### config.mk
export PLATFORM = sky130hd
export DESIGN_NAME = url_percent_decoder
export DESIGN_NICKNAME = d
export VERILOG_FILES = /design/src/design/urlpd_pkg.sv /design/src/design/urlpd_step.sv /design/src/design/url_percent_decoder.sv
export SDC_FILE = /design/constraint.sdc
export NUM_CORES = 1
export LEC_CHECK = 0
export BUFFER_PORTS_ARGS = -buffer_cell sky130_fd_sc_hd__buf_2
export CAP_MARGIN = 20
export CELL_PAD_IN_SITES_DETAIL_PLACEMENT = 1
export CELL_PAD_IN_SITES_GLOBAL_PLACEMENT = 1
export CORE_MARGIN = 8
export CORE_UTILIZATION = 44
export CTS_CLUSTER_SIZE = 12
export DETAILED_ROUTE_END_ITERATION = 8
export GPL_TIMING_DRIVEN = 1
export PLACE_DENSITY = 0.76
export SYNTH_ARGS = -nofsm -noshare
export SYNTH_HDL_FRONTEND = slang
export SYNTH_SLANG_ARGS = --single-unit
### constraint.sdc
create_clock -name clk -period 3.6 [get_ports clk]
set_clock_uncertainty 0.05 [all_clocks]
set_input_delay 1.08 -clock clk [delete_from_list [all_inputs] [get_ports clk]]
set_output_delay 1.08 -clock clk [all_outputs]
set_load 0.01 [all_outputs]
### src/design/urlpd_pkg.sv
// Shared types and character constants for the URL percent decoder.
package urlpd_pkg;

    typedef struct packed {
        logic [7:0] in_byte;
        logic       last;
    } urlpd_in_t;

    typedef struct packed {
        logic [7:0] out_byte;
        logic       is_error;
        logic       end_of_string;
    } urlpd_out_t;

    localparam logic [1:0] PH_PLAIN = 2'd0;
    localparam logic [1:0] PH_HEX1  = 2'd1;
    localparam logic [1:0] PH_HEX2  = 2'd2;

    typedef struct packed {
        logic [1:0] phase;
        logic [3:0] high_nibble;
        logic       discarding;
    } urlpd_state_t;

    localparam logic [7:0] CH_PLUS    = 8'h2B;
    localparam logic [7:0] CH_PERCENT = 8'h25;
    localparam logic [7:0] CH_SPACE   = 8'h20;
    localparam logic [7:0] CH_SLASH   = 8'h2F;
    localparam logic [7:0] CH_DOT     = 8'h2E;
    localparam logic [7:0] CH_STAR    = 8'h2A;
    localparam logic [7:0] CH_COLON   = 8'h3A;
    localparam logic [7:0] CH_NUL     = 8'h00;

endpackage

### src/design/urlpd_step.sv
// Per-byte decode step: next decoder state and the optional result for one byte.
module urlpd_step (
    input  urlpd_pkg::urlpd_state_t st,
    input  logic                    safe_mode,
    input  urlpd_pkg::urlpd_in_t    item,
    output urlpd_pkg::urlpd_state_t st_next,
    output logic                    res_valid,
    output urlpd_pkg::urlpd_out_t   res
);
    import urlpd_pkg::*;

    logic       hex_ok;
    logic [3:0] hex_val;
    logic [7:0] decoded;
    logic       forbidden;

    always_comb
    begin
        hex_ok  = 1'b1;
        hex_val = 4'd0;
        if (item.in_byte >= 8'h30 && item.in_byte <= 8'h39)
        begin
            hex_val = 4'(item.in_byte - 8'h30);
        end
        else if (item.in_byte >= 8'h41 && item.in_byte <= 8'h46)
        begin
            hex_val = 4'(item.in_byte - 8'h37);
        end
        else if (item.in_byte >= 8'h61 && item.in_byte <= 8'h66)
        begin
            hex_val = 4'(item.in_byte - 8'h57);
        end
        else
        begin
            hex_ok = 1'b0;
        end
    end

    assign decoded   = {st.high_nibble, hex_val};
    assign forbidden = (decoded == CH_SLASH) || (decoded == CH_NUL) || (decoded == CH_DOT)
                    || (decoded == CH_STAR) || (decoded == CH_COLON);

    always_comb
    begin
        st_next   = st;
        res_valid = 1'b0;
        res       = '0;
        if (st.discarding)
        begin
            // drop until the end of the rejected string
            if (item.last)
            begin
                st_next = '0;
            end
        end
        else
        begin
            unique case (st.phase)
                PH_HEX1:
                begin
                    if (!hex_ok || item.last)
                    begin
                        res_valid          = 1'b1;
                        res.is_error       = 1'b1;
                        res.end_of_string  = 1'b1;
                        st_next.phase      = PH_PLAIN;
                        st_next.high_nibble = 4'd0;
                        st_next.discarding = !item.last;
                    end
                    else
                    begin
                        st_next.high_nibble = hex_val;
                        st_next.phase       = PH_HEX2;
                    end
                end
                PH_HEX2:
                begin
                    res_valid         = 1'b1;
                    res.end_of_string = item.last;
                    st_next.phase       = PH_PLAIN;
                    st_next.high_nibble = 4'd0;
                    if (!hex_ok || (safe_mode && forbidden))
                    begin
                        res.is_error       = 1'b1;
                        res.end_of_string  = 1'b1;
                        st_next.discarding = !item.last;
                    end
                    else
                    begin
                        res.out_byte = decoded;
                    end
                end
                default:
                begin
                    if (item.in_byte == CH_PERCENT)
                    begin
                        if (item.last)
                        begin
                            res_valid          = 1'b1;
                            res.is_error       = 1'b1;
                            res.end_of_string  = 1'b1;
                            st_next.phase      = PH_PLAIN;
                            st_next.high_nibble = 4'd0;
                        end
                        else
                        begin
                            st_next.phase = PH_HEX1;
                        end
                    end
                    else
                    begin
                        res_valid         = 1'b1;
                        res.out_byte      = (item.in_byte == CH_PLUS) ? CH_SPACE : item.in_byte;
                        res.end_of_string = item.last;
                        st_next.phase     = PH_PLAIN;
                    end
                end
            endcase
        end
    end

endmodule

### src/design/url_percent_decoder.sv
// Top level of the streaming URL percent decoder.
// Takes one encoded byte per cycle when in_stall is low and gives at most one decoded byte per
// input byte. The input register loads at acceptance and the result register when the decode
// step advances, which an output stall can hold off. A '%' and its first hex digit give no result;
// an error gives one result with is_error and end_of_string set, after which bytes are dropped
// up to the one marked last. Sustained rate is one byte per cycle while out_stall is low, set by
// the single decode step between the two registers. The user must write safe_mode through the
// cfg channel only while no transaction is in flight; the block itself does not enforce this.
module url_percent_decoder (
    input  logic                  clk,
    input  logic                  rst_n,
    input  logic                  in_valid,
    output logic                  in_stall,
    input  urlpd_pkg::urlpd_in_t  in_data,
    output logic                  out_valid,
    input  logic                  out_stall,
    output urlpd_pkg::urlpd_out_t out_data,
    input  logic                  cfg_valid,
    output logic                  cfg_ready,
    input  logic                  cfg_data
);
    import urlpd_pkg::*;

    logic         safe_mode_reg;
    logic         s1_valid_reg, s1_valid_next;
    urlpd_in_t    s1_data_reg;
    urlpd_state_t st_reg, st_next;
    logic         out_valid_reg, out_valid_next;
    urlpd_out_t   out_data_reg;
    logic         slot_free;
    logic         advance;
    logic         in_accept;
    logic         res_valid;
    urlpd_out_t   res;

    assign cfg_ready = 1'b1;
    assign slot_free = !out_valid_reg || !out_stall;
    assign advance   = s1_valid_reg && slot_free;
    assign in_stall  = s1_valid_reg && !slot_free;
    assign in_accept = in_valid && !in_stall;

    urlpd_step u_step (
        .st        (st_reg),
        .safe_mode (safe_mode_reg),
        .item      (s1_data_reg),
        .st_next   (st_next),
        .res_valid (res_valid),
        .res       (res)
    );

    always_comb
    begin
        s1_valid_next = s1_valid_reg;
        if (in_accept)
        begin
            s1_valid_next = 1'b1;
        end
        else if (advance)
        begin
            s1_valid_next = 1'b0;
        end
        out_valid_next = out_valid_reg;
        if (advance)
        begin
            out_valid_next = res_valid;
        end
        else if (!out_stall)
        begin
            out_valid_next = 1'b0;
        end
    end

    always_ff @(posedge clk or negedge rst_n)
    begin
        if (!rst_n)
        begin
            safe_mode_reg <= 1'b0;
            s1_valid_reg  <= 1'b0;
            out_valid_reg <= 1'b0;
            st_reg        <= '0;
        end
        else
        begin
            if (cfg_valid && cfg_ready)
            begin
                safe_mode_reg <= cfg_data;
            end
            s1_valid_reg  <= s1_valid_next;
            out_valid_reg <= out_valid_next;
            if (advance)
            begin
                st_reg <= st_next;
            end
        end
    end

    // payload registers: load on transaction, hold otherwise
    always_ff @(posedge clk)
    begin
        if (in_accept)
        begin
            s1_data_reg <= in_data;
        end
        if (advance && res_valid)
        begin
            out_data_reg <= res;
        end
    end

    assign out_valid = out_valid_reg;
    assign out_data  = out_data_reg;

endmodule

==> summary.txt <==
status: finished clean
Synth area leaders: edfxtp_1 (32%), dfrtp_1 (14%), ha_1 (3.5%)
reg2reg setup slack: 0.92 ns
drt via density: 6.200
syn_area_per_cell: 10.32 µm²
Final setup viols: 0
Initial Util: 0.4500
P per Cell Area: 407.7 nW/µm²
syn nets: 192
first-pass GRT wire length: 7817 µm
post-route cell area: 2028 µm²
Slew Viols, Final: 0
Reg clk slew, reported paths: 0.06 ns
Overall Global Routing Usage: 0.1561
gpl congestion: 0.8934
CP endpoint kind: flip-flop
H-tree levels: 2
initial DRC count: 72
measured slew at the worst slew-check pin: 0.8440 ns
Synth top cells by count: edfxtp_1 (19), nand2_1 (15), dfrtp_1 (10)
Placed Area: 1914 µm²
P_int: 628.7 µW
mux share of post-synthesis cell area: 0.006347
Slowest-stage cell, CP: or4b_4
Routed Antenna Nets: 0
XOR/XNOR share of the synthesized area: 0
I/O Pins: 28
R2R cell count: 6
initial antenna violation count: 0
Crit path arrival time: 2.66 ns
achievable frequency: 372.9 MHz
Seq/Total Area, Yosys: 0.4626
worst-case clock buffer depth: 2
Hold Path Depth: 1
Synth Cell Area: 1774 µm²
register bit count reported by yosys: 29
sw frac: 0.2396
Die ar.: 6320 µm²
Setup CP Type: flip-flop to flip-flop
fin crit share: 0.7450
power share of the clock group: 0.388
setup_tns: 0 ns
number of synthesized flops with an enable pin: 19
Cell Chain, Critical Path: or4b_4 -> nor3_1 -> o21ai_0 -> a211oi_1 -> nor4_2 -> clkbuf_4
CTS tree: built
Flop pwr share: 0.484
total CTS buffers: 5
via count: 1550
Slew HR: 0.4294
PostCTS Resize Cnt: 0
Top FF cell, synth: edfxtp_1
WL/cell: 19.10 µm
hold_sp: st_reg[6]$_DFFE_PN0P_
Die Width: 79.50 µm
WHS Endpoint: st_reg[6]$_DFFE_PN0P_
CP max stage delay: 0.58 ns
max FFs per register: 10
Comb pwr share: 0.127
Critical R2R Launch: s1_data_reg[4]$_DFFE_PP_
Startpoint Class: flip-flop
Routed WL: 4774 µm
CTS Hold Bufs: 0
vias in the first global route: 1633
layout filler cell count: 457
Leak: 0.8101 nW
Fin Hold WS: 0.4918 ns
Post-CTS Setup Inserts: 0
WP data required: 3.57 ns
Cells after Synth: 172
DR pass1 iterations: 4
Yosys top cell by area: edfxtp_1
layout cell share with drive strength beyond 1: 0.2200
Synth warnings: 0
drt drc: 0
# port buffers: 26
ant diodes: 0
clk sinks: 29
RSZ-0062 raised after global routing: false
post-synth top area share: 0.3216
Peak VDD IR: 261.5 µV
Synth cell types: 55
fraction of the mapped netlist area in compound gates: 0.2440
Simple-Gate Fraction of Synth Area: 0.1996
clock tree root buffer cell: clkbuf_8
DP Wirelength: 3692 µm
overall die height: 79.50 µm
area of the multi-input gates: 870.8 µm²
Final #Nets: 219
largest net degree at the start of global routing: 13
HP Class: flip-flop to flip-flop
Sequential Area: 820.8 µm²
asr flop ratio synth: 0.3448
Fin. Hold Viols: 0
Final Core Density: 0.5144
reg2reg end: out_data[2]$_SDFFCE_PP0P_
max cap viols: 0
Adder-Cell Fraction of Synth Area: 0.03526
Final min period: 2.682 ns
GRT Residual Overflow: 0
worst skew pair latency: 0.28 ns
cell with the most instances after synthesis: edfxtp_1
synthesis-to-layout area growth: 14.32%
Rows: 23
Critical Path Fanout Max: 9
core area: 3943 µm²
largest family of logic cells by synthesized area: compound AO/OA/AOI/OAI gates
Psw: 198.1 µW
how the worst max path moves through the flow:
stage	depth (start not counted)	endpoint	slack (ns)	from
floorplan	7	out_data[0]$_SDFFCE_PP0P_	0.69	s1_data_reg[2]$_DFFE_PP_
global route	8	out_data[2]$_SDFFCE_PP0P_	0.73	s1_data_reg[2]$_DFFE_PP_
global placement	7	out_data[3]$_SDFFCE_PP0P_	0.75	s1_data_reg[1]$_DFFE_PP_
finish	6	out_data[2]$_SDFFCE_PP0P_	0.92	s1_data_reg[4]$_DFFE_PP_
detailed placement	7	out_data[6]$_SDFFCE_PP0P_	0.54	s1_data_reg[2]$_DFFE_PP_
CTS	7	out_data[4]$_SDFFCE_PP0P_	0.54	s1_data_reg[2]$_DFFE_PP_
kinds of logic after synthesis:
family	count (synthesis)
AND/OR/NAND/NOR	62
AO/OA/AOI/OAI	59
flip-flops	29
buffers and inverters	15
adder cells (fa/ha/maj)	5
multiplexers	1
other	1
layout by cell type, fill, tap and decap left out, types with 4 or more instances in the layout:
cell type,count
buf_2,26
edfxtp_1,19
nand2_1,15
dfrtp_1,10
o21ai_0,9
inv_1,8
nand3_1,7
a22o_1,7
a21oi_1,6
nor3_1,6
nor2_1,6
nor3b_1,5
ha_1,5
clkbuf_8,5
o21ai_1,4
per-stage QoR:
step,cells,setup WS [ns],power [mW]
2_1_floorplan,172,0.6925,0.4698
3_3_place_gp,241,0.7462,0.5078
3_5_place_dp,241,0.5377,0.5108
4_1_cts,249,0.5413,0.8330
5_1_grt,250,0.7294,0.8598
6_report,250,0.9182,0.8269
final cells by class:
| cell class | instances | share of cell area |
|---|---|---|
| Tap cell | 50 | 0.03085 |
| Clock buffer | 6 | 0.03578 |
| Multi-Input combinational cell | 128 | 0.4294 |
| Clock inverter | 2 | 0.01666 |
| Sequential cell | 29 | 0.4047 |
| Timing Repair Buffer | 27 | 0.06786 |
| Inverter | 8 | 0.01481 |
critical path: cells and delay by family (launching register included):
kind	cells	cell delay, ns
compound gates	2	0.54
flops	1	0.52
simple gates	3	1.11
buf+inv	1	0.21
metal layers:
| layer | track usage | up-vias | wire (µm) |
|---|---|---|---|
| li1 | - | 725 | - |
| met1 | 0.1882 | 763 | 2089 |
| met2 | 0.2567 | 56 | 2293 |
| met3 | 0.04730 | 6 | 342 |
| met4 | 0.05370 | 0 | 48 |
| met5 | 0 | - | 0 |
power by group through the flow:
stage	Sequential (mW)	Clock [mW]	Combinational, mW
2_1_floorplan	0.406	0	0.0635
3_3_place_gp	0.406	0	0.102
3_5_place_dp	0.407	0	0.104
4_1_cts	0.400	0.328	0.105
5_1_grt	0.403	0.340	0.117
6_report	0.400	0.321	0.105
Power figures use the tool's default switching activity.
